**src/hdl/wsts_pkg.sv**
```systemverilog
// Package: shared types and codes for the work-stealing task scheduler.
package wsts_pkg;

    typedef enum logic [1:0] {
        SRC_OWN    = 2'd0,
        SRC_FIFO   = 2'd1,
        SRC_STOLEN = 2'd2,
        SRC_NONE   = 2'd3
    } t_source;

    typedef enum logic [2:0] {
        ST_IDLE,
        ST_DECIDE,
        ST_SEARCH,
        ST_READ,
        ST_OUT
    } t_state;

    typedef enum logic [2:0] {
        OP_NONE,
        OP_PUSH_DEQUE,
        OP_PUSH_FIFO,
        OP_POP_OWN,
        OP_POP_FIFO,
        OP_STEAL
    } t_op;

    // controller to datapath
    typedef struct packed {
        logic load;       // capture input word
        logic scan_init;  // start victim scan
        logic scan_step;  // advance victim scan
        t_op  op;         // operation to commit (issues memory access)
        logic finish;     // capture read data into result
        logic drop;       // overflow result
        logic none;       // empty result
    } t_cmd;

    // datapath to controller
    typedef struct packed {
        logic is_req;
        logic from_worker;
        logic own_empty;
        logic own_full;
        logic fifo_empty;
        logic fifo_full;
        logic victim_hit;
        logic scan_done;
    } t_status;

endpackage

```
**src/hdl/wsts_ram.sv**
```systemverilog
// Generic single-port RAM with registered read.
module wsts_ram #(
    parameter int WIDTH = 16,
    parameter int DEPTH = 16
) (
    input  logic                     i_clk,
    input  logic                     i_we,
    input  logic [$clog2(DEPTH)-1:0] i_addr,
    input  logic [WIDTH-1:0]         i_wdata,
    output logic [WIDTH-1:0]         o_rdata
);
    logic [WIDTH-1:0] r_mem [DEPTH];

    always_ff @(posedge i_clk) begin
        if (i_we) begin
            r_mem[i_addr] <= i_wdata;
        end
        o_rdata <= r_mem[i_addr];
    end
endmodule

```
**src/hdl/wsts_ctrl.sv**
```systemverilog
// Controller: sequences submit and request handling.
module wsts_ctrl (
    input  logic              i_clk,
    input  logic              i_rst_n,
    input  logic              i_in_valid,
    output logic              o_in_ready,
    output logic              o_out_valid,
    input  logic              i_out_ready,
    input  wsts_pkg::t_status i_status,
    output wsts_pkg::t_cmd    o_cmd
);
    import wsts_pkg::*;

    t_state r_state, n_state;

    always_ff @(posedge i_clk) begin
        if (!i_rst_n) begin
            r_state <= ST_IDLE;
        end else begin
            r_state <= n_state;
        end
    end

    always_comb begin
        n_state     = r_state;
        o_cmd       = '0;
        o_cmd.op    = OP_NONE;
        o_in_ready  = 1'b0;
        o_out_valid = 1'b0;
        unique case (r_state)
            ST_IDLE: begin
                o_in_ready = 1'b1;
                if (i_in_valid) begin
                    o_cmd.load = 1'b1;
                    n_state    = ST_DECIDE;
                end
            end
            ST_DECIDE: begin
                if (!i_status.is_req) begin
                    if (i_status.from_worker) begin
                        if (i_status.own_full) o_cmd.drop = 1'b1;
                        else o_cmd.op = OP_PUSH_DEQUE;
                    end else begin
                        if (i_status.fifo_full) o_cmd.drop = 1'b1;
                        else o_cmd.op = OP_PUSH_FIFO;
                    end
                    if (!(o_cmd.drop)) o_cmd.none = 1'b1;
                    n_state = ST_OUT;
                end else if (!i_status.own_empty) begin
                    o_cmd.op = OP_POP_OWN;
                    n_state  = ST_READ;
                end else if (!i_status.fifo_empty) begin
                    o_cmd.op = OP_POP_FIFO;
                    n_state  = ST_READ;
                end else begin
                    o_cmd.scan_init = 1'b1;
                    n_state         = ST_SEARCH;
                end
            end
            ST_SEARCH: begin
                if (i_status.victim_hit) begin
                    o_cmd.op = OP_STEAL;
                    n_state  = ST_READ;
                end else if (i_status.scan_done) begin
                    o_cmd.none = 1'b1;
                    n_state    = ST_OUT;
                end else begin
                    o_cmd.scan_step = 1'b1;
                end
            end
            ST_READ: begin
                o_cmd.finish = 1'b1;
                n_state      = ST_OUT;
            end
            ST_OUT: begin
                o_out_valid = 1'b1;
                if (i_out_ready) n_state = ST_IDLE;
            end
            default: n_state = ST_IDLE;
        endcase
    end
endmodule

```
**src/hdl/wsts_dp.sv**
```systemverilog
// Datapath: deque and fifo pointers, slot memories, victim scan, result.
module wsts_dp #(
    parameter int NUM_WORKERS = 4,
    parameter int DEQUE_DEPTH = 16,
    parameter int FIFO_DEPTH  = 16,
    parameter int TOKEN_BITS  = 16
) (
    input  logic                  i_clk,
    input  logic                  i_rst_n,
    input  logic                  i_cmd_in,
    input  logic [1:0]            i_worker,
    input  logic                  i_from_worker,
    input  logic [15:0]           i_task_token,
    input  wsts_pkg::t_cmd        i_cmd,
    output wsts_pkg::t_status     o_status,
    output logic                  o_granted,
    output logic [15:0]           o_granted_token,
    output logic [1:0]            o_source,
    output logic [1:0]            o_victim,
    output logic                  o_overflow
);
    import wsts_pkg::*;

    localparam int WW = (NUM_WORKERS > 1) ? $clog2(NUM_WORKERS) : 1;
    localparam int DW = $clog2(DEQUE_DEPTH);
    localparam int FW = $clog2(FIFO_DEPTH);
    localparam int DCW = $clog2(DEQUE_DEPTH + 1);
    localparam int FCW = $clog2(FIFO_DEPTH + 1);
    localparam int TB  = (TOKEN_BITS < 16) ? TOKEN_BITS : 16;
    localparam int MAW = $clog2(NUM_WORKERS * DEQUE_DEPTH);

    logic [DW-1:0]  r_front [NUM_WORKERS];
    logic [DCW-1:0] r_count [NUM_WORKERS];
    logic [FW-1:0]  r_fhead;
    logic [FCW-1:0] r_fcount;

    logic           r_is_req, r_fw;
    logic [WW-1:0]  r_w, r_v;
    logic [WW:0]    r_scan_n;
    logic [TB-1:0]  r_tok;
    logic           r_from_fifo;

    logic [TB-1:0]  w_drdata, w_frdata;
    logic           w_dwe, w_fwe;
    logic [MAW-1:0] w_daddr;
    logic [FW-1:0]  w_faddr;
    logic [DW-1:0]  w_slot;
    logic [WW-1:0]  w_row;

    function automatic logic [DW-1:0] dwrap(input logic [DW:0] x);
        return (x >= (DW+1)'(DEQUE_DEPTH)) ? DW'(x - (DW+1)'(DEQUE_DEPTH)) : DW'(x);
    endfunction

    function automatic logic [FW-1:0] fwrap(input logic [FW:0] x);
        return (x >= (FW+1)'(FIFO_DEPTH)) ? FW'(x - (FW+1)'(FIFO_DEPTH)) : FW'(x);
    endfunction

    // worker index taken modulo NUM_WORKERS (index is below 4, one subtract suffices for NUM_WORKERS of 2 or more)
    logic [7:0]    w_wext;
    logic [WW-1:0] w_win;
    assign w_wext = {6'd0, i_worker};
    assign w_win  = WW'((w_wext >= 8'(NUM_WORKERS)) ? w_wext - 8'(NUM_WORKERS) : w_wext);

    logic [WW-1:0] w_vnext;
    assign w_vnext = (r_v == WW'(NUM_WORKERS - 1)) ? '0 : r_v + 1'b1;

    assign o_status.is_req      = r_is_req;
    assign o_status.from_worker = r_fw;
    assign o_status.own_empty   = (r_count[r_w] == '0);
    assign o_status.own_full    = (r_count[r_w] == DCW'(DEQUE_DEPTH));
    assign o_status.fifo_empty  = (r_fcount == '0);
    assign o_status.fifo_full   = (r_fcount == FCW'(FIFO_DEPTH));
    assign o_status.victim_hit  = (r_count[r_v] != '0);
    assign o_status.scan_done   = (r_scan_n == (WW+1)'(NUM_WORKERS - 1));

    always_comb begin
        w_row  = r_w;
        w_slot = r_front[r_w];
        w_dwe  = 1'b0;
        w_fwe  = 1'b0;
        w_faddr = r_fhead;
        case (i_cmd.op)
            OP_PUSH_DEQUE: begin
                w_dwe  = 1'b1;
                w_slot = dwrap({1'b0, r_front[r_w]} + (DW+1)'(DEQUE_DEPTH - 1));
            end
            OP_PUSH_FIFO: begin
                w_fwe   = 1'b1;
                w_faddr = fwrap({1'b0, r_fhead} + (FW+1)'(r_fcount));
            end
            OP_STEAL: begin
                w_row  = r_v;
                w_slot = dwrap({1'b0, r_front[r_v]} + (DW+1)'(r_count[r_v] - 1'b1));
            end
            default: ;
        endcase
    end

    assign w_daddr = MAW'(w_row) * MAW'(DEQUE_DEPTH) + MAW'(w_slot);

    wsts_ram #(.WIDTH(TB), .DEPTH(NUM_WORKERS * DEQUE_DEPTH)) u_deque_ram (
        .i_clk(i_clk), .i_we(w_dwe), .i_addr(w_daddr),
        .i_wdata(r_tok), .o_rdata(w_drdata)
    );

    wsts_ram #(.WIDTH(TB), .DEPTH(FIFO_DEPTH)) u_fifo_ram (
        .i_clk(i_clk), .i_we(w_fwe), .i_addr(w_faddr),
        .i_wdata(r_tok), .o_rdata(w_frdata)
    );

    always_ff @(posedge i_clk) begin
        if (!i_rst_n) begin
            for (int i = 0; i < NUM_WORKERS; i++) begin
                r_front[i] <= '0;
                r_count[i] <= '0;
            end
            r_fhead  <= '0;
            r_fcount <= '0;
        end else begin
            case (i_cmd.op)
                OP_PUSH_DEQUE: begin
                    r_front[r_w] <= w_slot;
                    r_count[r_w] <= r_count[r_w] + 1'b1;
                end
                OP_PUSH_FIFO: r_fcount <= r_fcount + 1'b1;
                OP_POP_OWN: begin
                    r_front[r_w] <= dwrap({1'b0, r_front[r_w]} + 1'b1);
                    r_count[r_w] <= r_count[r_w] - 1'b1;
                end
                OP_POP_FIFO: begin
                    r_fhead  <= fwrap({1'b0, r_fhead} + 1'b1);
                    r_fcount <= r_fcount - 1'b1;
                end
                OP_STEAL: r_count[r_v] <= r_count[r_v] - 1'b1;
                default: ;
            endcase
        end
    end

    always_ff @(posedge i_clk) begin
        if (i_cmd.load) begin
            r_is_req <= i_cmd_in;
            r_fw     <= i_from_worker;
            r_w      <= w_win;
            r_tok    <= i_task_token[TB-1:0];
        end
        if (i_cmd.scan_init) begin
            r_v      <= (r_w == WW'(NUM_WORKERS - 1)) ? '0 : r_w + 1'b1;
            r_scan_n <= '0;
        end else if (i_cmd.scan_step) begin
            r_v      <= w_vnext;
            r_scan_n <= r_scan_n + 1'b1;
        end
        if (i_cmd.op == OP_POP_OWN) begin
            o_source <= SRC_OWN; r_from_fifo <= 1'b0;
        end else if (i_cmd.op == OP_POP_FIFO) begin
            o_source <= SRC_FIFO; r_from_fifo <= 1'b1;
        end else if (i_cmd.op == OP_STEAL) begin
            o_source <= SRC_STOLEN; r_from_fifo <= 1'b0;
        end
        if (i_cmd.finish) begin
            o_granted       <= 1'b1;
            o_granted_token <= 16'(r_from_fifo ? w_frdata : w_drdata);
            o_victim        <= (o_source == SRC_STOLEN) ? 2'(r_v) : 2'd0;
            o_overflow      <= 1'b0;
        end else if (i_cmd.drop || i_cmd.none) begin
            o_granted       <= 1'b0;
            o_granted_token <= '0;
            o_source        <= SRC_NONE;
            o_victim        <= '0;
            o_overflow      <= i_cmd.drop;
        end
    end
endmodule

```
**src/hdl/work_stealing_task_scheduler_unit.sv**
```systemverilog
// Top level: work-stealing task scheduler with per-worker deques and a shared fifo.
//  channel | dir | tdata (low->high)                           | tuser
//  s_axis  | in  | cmd, worker, from_worker, task_token        | -
//  m_axis  | out | granted, granted_token, source, victim, ovf  | -
// Submit passes IDLE, DECIDE and OUT; own deque or fifo pop passes IDLE, DECIDE, READ and OUT.
// Steal: SEARCH probes the workers in turn from worker+1 until a hit, then READ and OUT; empty request: SEARCH, OUT.
// Deque and fifo slots share one single-port RAM each with registered read.
// Synchronous active-low reset clears the deque and fifo pointers and counts.
// Output holds until taken; no new word is accepted meanwhile.
module work_stealing_task_scheduler_unit #(
    parameter int NUM_WORKERS = 4,
    parameter int DEQUE_DEPTH = 16,
    parameter int FIFO_DEPTH  = 16,
    parameter int TOKEN_BITS  = 16
) (
    input  logic        i_clk,
    input  logic        i_rst_n,
    input  logic        s_axis_tvalid,
    output logic        s_axis_tready,
    input  logic [23:0] s_axis_tdata,  // cmd, worker[1:0], from_worker, task_token[15:0]
    output logic        m_axis_tvalid,
    input  logic        m_axis_tready,
    output logic [23:0] m_axis_tdata   // granted, granted_token[15:0], source, victim, overflow
);
    import wsts_pkg::*;

    t_cmd    w_cmd;
    t_status w_status;
    logic        w_granted, w_overflow;
    logic [15:0] w_tok;
    logic [1:0]  w_source, w_victim;

    wsts_ctrl u_ctrl (
        .i_clk(i_clk), .i_rst_n(i_rst_n),
        .i_in_valid(s_axis_tvalid), .o_in_ready(s_axis_tready),
        .o_out_valid(m_axis_tvalid), .i_out_ready(m_axis_tready),
        .i_status(w_status), .o_cmd(w_cmd)
    );

    wsts_dp #(
        .NUM_WORKERS(NUM_WORKERS), .DEQUE_DEPTH(DEQUE_DEPTH),
        .FIFO_DEPTH(FIFO_DEPTH), .TOKEN_BITS(TOKEN_BITS)
    ) u_dp (
        .i_clk(i_clk), .i_rst_n(i_rst_n),
        .i_cmd_in(s_axis_tdata[0]), .i_worker(s_axis_tdata[2:1]),
        .i_from_worker(s_axis_tdata[3]), .i_task_token(s_axis_tdata[19:4]),
        .i_cmd(w_cmd), .o_status(w_status),
        .o_granted(w_granted), .o_granted_token(w_tok), .o_source(w_source),
        .o_victim(w_victim), .o_overflow(w_overflow)
    );

    assign m_axis_tdata = {2'b00, w_overflow, w_victim, w_source, w_tok, w_granted};
endmodule
```
**config.mk**
```make
export PLATFORM = sky130hd
export DESIGN_NAME = work_stealing_task_scheduler_unit
export DESIGN_NICKNAME = d
export VERILOG_FILES = /design/src/hdl/wsts_pkg.sv /design/src/hdl/wsts_ram.sv /design/src/hdl/wsts_ctrl.sv /design/src/hdl/wsts_dp.sv /design/src/hdl/work_stealing_task_scheduler_unit.sv
export SDC_FILE = /design/constraint.sdc
export NUM_CORES = 1
export LEC_CHECK = 0
export BUFFER_PORTS_ARGS = -buffer_cell sky130_fd_sc_hd__buf_2
export CAP_MARGIN = 20
export CELL_PAD_IN_SITES_DETAIL_PLACEMENT = 0
export CELL_PAD_IN_SITES_GLOBAL_PLACEMENT = 1
export CORE_MARGIN = 2
export CORE_UTILIZATION = 55
export CTS_CLUSTER_DIAMETER = 60
export CTS_CLUSTER_SIZE = 20
export DETAILED_ROUTE_END_ITERATION = 8
export PLACE_DENSITY = 0.79
export SLEW_MARGIN = 25
export SYNTH_ARGS = -nofsm -noshare
export SYNTH_HDL_FRONTEND = slang
export SYNTH_HIERARCHICAL = 1
export SYNTH_SLANG_ARGS = --single-unit
```
**constraint.sdc**
```tcl
create_clock -name i_clk -period 7.75 [get_ports i_clk]
set_input_delay 1.55 -clock i_clk [delete_from_list [all_inputs] [get_ports i_clk]]
set_output_delay 1.55 -clock i_clk [all_outputs]
set_load 0.02 [all_outputs]
```
# After elaboration in Yosys (flattened, before gate mapping)
# Memories as Yosys holds them, arrays and structs flattened. A register that Yosys moved wholly into a read port is not among the register bits.
# Cells that the tools add are included.
# W data, S select, Z words.
[word_totals]
register_bits = 60
ram_bits = 1316
inputBits = 28
output_inout_bits = 26
word_cells = 174
memories = 4
[classes]
addsub = 20
order_cmp = 6
n_eq_ne = 18
muxes = 96
bitwise = 2
reduce_logical = 13
[mem_list]
columns = ["memory", "depth", "width", "read_ports", "rd_clocked_by_memory_dff", "write_ports", "line_no", "source"]
rows = [
  ["u_dp.u_deque_ram.r_mem", 64, 16, 1, 1, 1, "wsts_ram.sv:12", "logic [WIDTH-1:0] r_mem [DEPTH];"],
  ["u_dp.u_fifo_ram.r_mem", 16, 16, 1, 1, 1, "wsts_ram.sv:12", ""],
  ["u_dp.r_count", 4, 5, 2, 2, 4, "wsts_dp.sv:33", "logic [DCW-1:0] r_count [NUM_WORKERS];"],
  ["u_dp.r_front", 4, 4, 2, 2, 4, "wsts_dp.sv:32", "logic [DW-1:0] r_front [NUM_WORKERS];"],
]
[op_table]
columns = ["cell", "n"]
rows = [
  ["$mux W16", 3],
  ["$mux W2", 23],
  ["$mux W1", 44],
  ["$mux W4", 8],
  ["$mux W3", 10],
  ["$ge A5 B5 Y1 const B", 5],
  ["$sub A4 B1 Y4 const B", 5],
  ["$eq A3 B2 Y1 const B", 5],
  ["$mux W5", 3],
  ["$pmux W3 S5", 1],
  ["$sub A5 B1 Y5 const B", 3],
  ["$add A4 B1 Y5 const B", 2],
  ["$add A4 B5 Y5", 2],
  ["$add A5 B1 Y5 const B", 2],
  ["$eq A5 B5 Y1 const B", 2],
  ["$logic_not A5 Y1", 2],
  ["$pmux W5 S2", 1],
  ["$reduce_or A5 Y1", 2],
  ["$eq A3 B3 Y1 const B", 3],
  ["$pmux W4 S2", 1],
  ["$reduce_bool A2 Y1", 4],
  ["$add A6 B4 Y6", 1],
  ["$eq A2 B2 Y1 const B", 3],
  ["$eq A3 B1 Y1 const B", 2],
  ["other kinds (15)", 18],
]

# Logic depth before layout (Yosys ltp)
[depth]
depth_word = 13
ltp_mapped = 23
mapped_depth_nobuf = 17

# By module
# The synthesis kept the hierarchy.
[modules_own_cells]
columns = ["module", "instances", "cells_per_inst", "area_each_um2", "seq_area_each_um2"]
rows = [
  ["wsts_ram at u_dp.u_deque_ram", 1, 2264, 39480.4, 31069.8],
  ["wsts_ram at u_dp.u_fifo_ram", 1, 434, 10023.4, 8007.7],
  ["wsts_dp", 1, 416, 5195.0, 2702.6],
  ["wsts_ctrl", 1, 49, 355.3, 60.1],
  ["work_stealing_task_scheduler_unit", 1, 5, 33.8, 0.0],
]

# Worst setup path after synthesis
# No wires, ideal clock.
[synth_timing]
path_type = "reg-to-reg"
startpoint = "register with a tool-made name"
endpoint = "memory u_dp.u_deque_ram.r_mem[15][0] (enable)"
setup_ps = 389
arrival_ps = 5266
required_ps = 7361
path_slack_ps = 2095
stages_incl_launch_ff = 18
path_buffers = 6
synth_period_minus_slack_ps = 5655
cell_sequence = "dfxtp_1 -> buf_6 -> mux4_1 -> or4_1 -> nor2_1 -> nand2_1 -> or3_1 -> a21oi_1 -> clkbuf_1 -> mux2_2 -> o21ai_0 -> and2_1 -> buf_2 -> buf_2 -> buf_1 -> clkbuf_1 -> nand3_1 -> nor2_1"
[synth_rtl]
columns = ["item", "line_no"]
rows = [
  ["end: declaration", "wsts_ram.sv:12"],
]

==> metrics.txt <==
setup TNS 0 ns; fill count 7012; startpoint types flip-flop; clk_lat worst skew 0.70 ns; mux cell area share after synthesis 0.07400; PwrDens 321.4 nW/µm²; Combinational Power Share 0.289; met1 Use GR 0.3658; Static Leak about 19 nW; cell area after synthesis around 55000 µm²; Slew Limit Fails 0; Post-synth EDFFs 1356; die width between 300 and 400 µm; most common cell in the netlist edfxtp_1; post_cts resized 0; Post-Layout Inst Area about 60000 µm²; Max Freq approximately 0.15 GHz; clock buffer depth 3; number of H-tree levels 3; Post-DP HPWL between 80 and 90 mm; Mapped Cells around 3200; arrival time worst endpoint about 7.4 ns; vias in the first global route slightly above 30000; Core Util, Final 0.6048; part of the power in the clock network 0.250; Final setup viols 0; row cnt 116; Synth Area in Simple Gates 0.03927; Multi-input gate area around 12000 µm²; IO Count between 50 and 60; status complete, no violations; P_sw between 6 and 7 mW; postcts setup bufs 0; routability cong. 0.8956; antenna violations before repair 4; post-synthesis xor/xnor area fraction 0.003407; CP required 8.32 ns; Worst Skew 0.03522 ns; gr ovfl total 0; critical path class reg2reg; Area after DPL 57490 µm²; Peak VDD IR approximately 0.00019 V; critical path peak fanout 22; Synth top area share 0.7392; largest net degree at the start of global routing between 90 and 100; first-pass GRT wire length 200.7 mm; initial drt markers about 4000; max-cap check violation count 0; Synth Warn # 6; DRC viols 0; antenna viol nets, final 0; Initial DRT Pass Iterations 6; RSZ-0062 raised after global routing no; post-route clock period utilization 0.8753; M2 GR Usage 0.4271; nets between 3000 and 4000; met3 Usage GRT 0.05070; fin crit period 6.783 ns; IO Port Bufs 47; CTS tree built; starting density of the core 0.5525; die area 102700 µm²; clk sinks roughly 1400; sequential cell area 41840 µm²; layout cells sized above 1 0.1555; biggest area consumer among synthesized cells edfxtp_1; hold buffers post-CTS 0; R2R setup slack just under 1 ns; Most used DFF post-synth edfxtp_1; FFs w/ async S/R, synth 0; Synth top cells by count 1356 x edfxtp_1, 229 x a22oi_1, 221 x nor2_1; die height approximately 320 µm; largest family of logic cells by synthesized area compound AO/OA/AOI/OAI gates; drt total wl around 140 mm; Hold Path Class reg2reg; final hold vios 0; Post-Synth Adder-Cell Area 0.006223; internal power roughly 13 mW; Slew @ Worst Pin ~1.1 ns; clk slew on worst S/H paths about 0.080 ns; syn_area_per_cell between 15 and 20 µm²; sw frac 0.3310; ranking of synthesized cells by area edfxtp_1 74%, mux4_2 3.4%, mux2i_1 3.2%; post-synthesis cell type count between 80 and 90; sequential area share after synthesis 0.7595; Rel. slew slack 0.2823; sequential share of power 0.461; compound-gate portion of the synthesized area 0.09530; core region area ~100000 µm²; DR vias 30630; TritonCTS buffer count roughly 90; Root Driver clkbuf_16; WL per Instance 29.75 µm; Hold WS roughly 0.46 ns; Setup crit end kind flip-flop; vias per cell around 6.6; GRT busiest layer met2; #FFs+latches synth around 1400; Area Overhead vs Synth 9.471%; GRT Total Usage 0.2676
[through the flow]
step           total power, mW  setup WS, ns  std cells
5_1_grt                  20.04        0.6181       4629
4_1_cts                  19.34        0.9475       4628
3_5_place_dp             14.59        0.9353       4484
3_3_place_gp             14.43         1.016       4481
2_1_floorplan            12.51         2.095       3169
6_report                 19.38        0.9668       4631
[worst paths after layout]
| check | cells past startpoint | startpoint | to |
|---|---|---|---|
| worst max-delay path | 14 | flip-flop | u_dp/u_deque_ram/o_rdata[2] |
| worst min-delay path | 1 | u_dp/o_granted | u_dp/o_granted |
| worst max register to register | 14 | flip-flop | u_dp/u_deque_ram/o_rdata[2] |
| worst min register to register | 1 | u_dp/o_granted | u_dp/o_granted |
[metal layers]
layer,share of wire,wire [µm],vias to the layer above
met5,0.00021,29,-
met4,0.041,5663,4
met3,0.095,13110,247
met2,0.48,65760,1550
met1,0.39,53190,15790
li1,-,-,13030
[registers in the layout (all words and copies together), names as in the netlist, 2 cells and up, named ones only]
register                  count
u_dp/r_count                 20
u_dp/u_fifo_ram/r_mem       256
u_dp/r_v                      2
u_dp/u_deque_ram/o_rdata     16
u_dp/o_victim                 2
u_dp/o_granted_token         16
u_dp/r_fhead                  4
u_dp/r_tok                   16
u_dp/r_fcount                 5
u_ctrl/r_state                3
u_dp/r_w                      2
u_dp/r_scan_n                 3
u_dp/u_fifo_ram/o_rdata      16
u_dp/o_source                 2
u_dp/r_front                 16
u_dp/u_deque_ram/r_mem     1024
[worst max-delay path, stage by stage (launching register included)]
cell	delay, ns
dfxtp_1	0.71
mux4_1	0.71
or4_1	0.63
nor2_1	0.30
nand2_1	0.07
or3_1	0.34
a21oi_2	0.19
mux2_2	0.39
o21ai_4	0.74
nand2b_1	0.78
buf_4	0.27
o22ai_1	0.07
a311oi_1	0.51
o221ai_1	0.42
or4_1	0.51
[logic make-up (layout without fill, tap and decap cells)]
group / after synthesis / after routing
compound gates: 714 / 714
xor+xnor: 19 / 19
fa+ha+maj: 25 / 25
buf+inv: 242 / 404
flops: 1412 / 1412
mux: 291 / 291
other cells: 1 / 4
simple gates: 464 / 464
[area by class of cell]
cell class / count / share of cell area
diodes: 2 / 0.00008299
repair buffers: 228 / 0.02913
well taps: 1298 / 0.02693
clock inverters: 35 / 0.006287
flip-flops and latches: 1412 / 0.6938
inverters: 32 / 0.001992
multi-input cells: 1515 / 0.2022
clock buffers: 109 / 0.03957
[cell usage in the layout (no fill, tap or decap), drive strengths merged, types with 9 or more instances in the layout]
cell type / n
mux2i: 174
buf: 228
nor3: 22
nand3: 20
o22ai: 61
o21ai: 45
a22oi: 229
a221oi: 107
a21oi: 90
clkinv: 14
or4: 11
a211oi: 23
mux4: 88
xnor2: 12
nand2: 86
nor2: 225
clkbuf: 109
nand2b: 14
inv: 48
o221ai: 15
mux2: 29
a222oi: 9
dfxtp: 56
edfxtp: 1356
nor2b: 36
a31oi: 24
ha: 21
a22o: 21
o22a: 28
[power by group through the flow]
stage	clock, mW	combinational [mW]	sequential [mW]
2_1_floorplan	0	3.38	9.13
3_3_place_gp	0	5.33	9.11
3_5_place_dp	0	5.47	9.12
4_1_cts	4.90	5.50	8.94
5_1_grt	5.18	5.90	8.96
6_report	4.84	5.60	8.94
(Power assumes the default switching activity.)
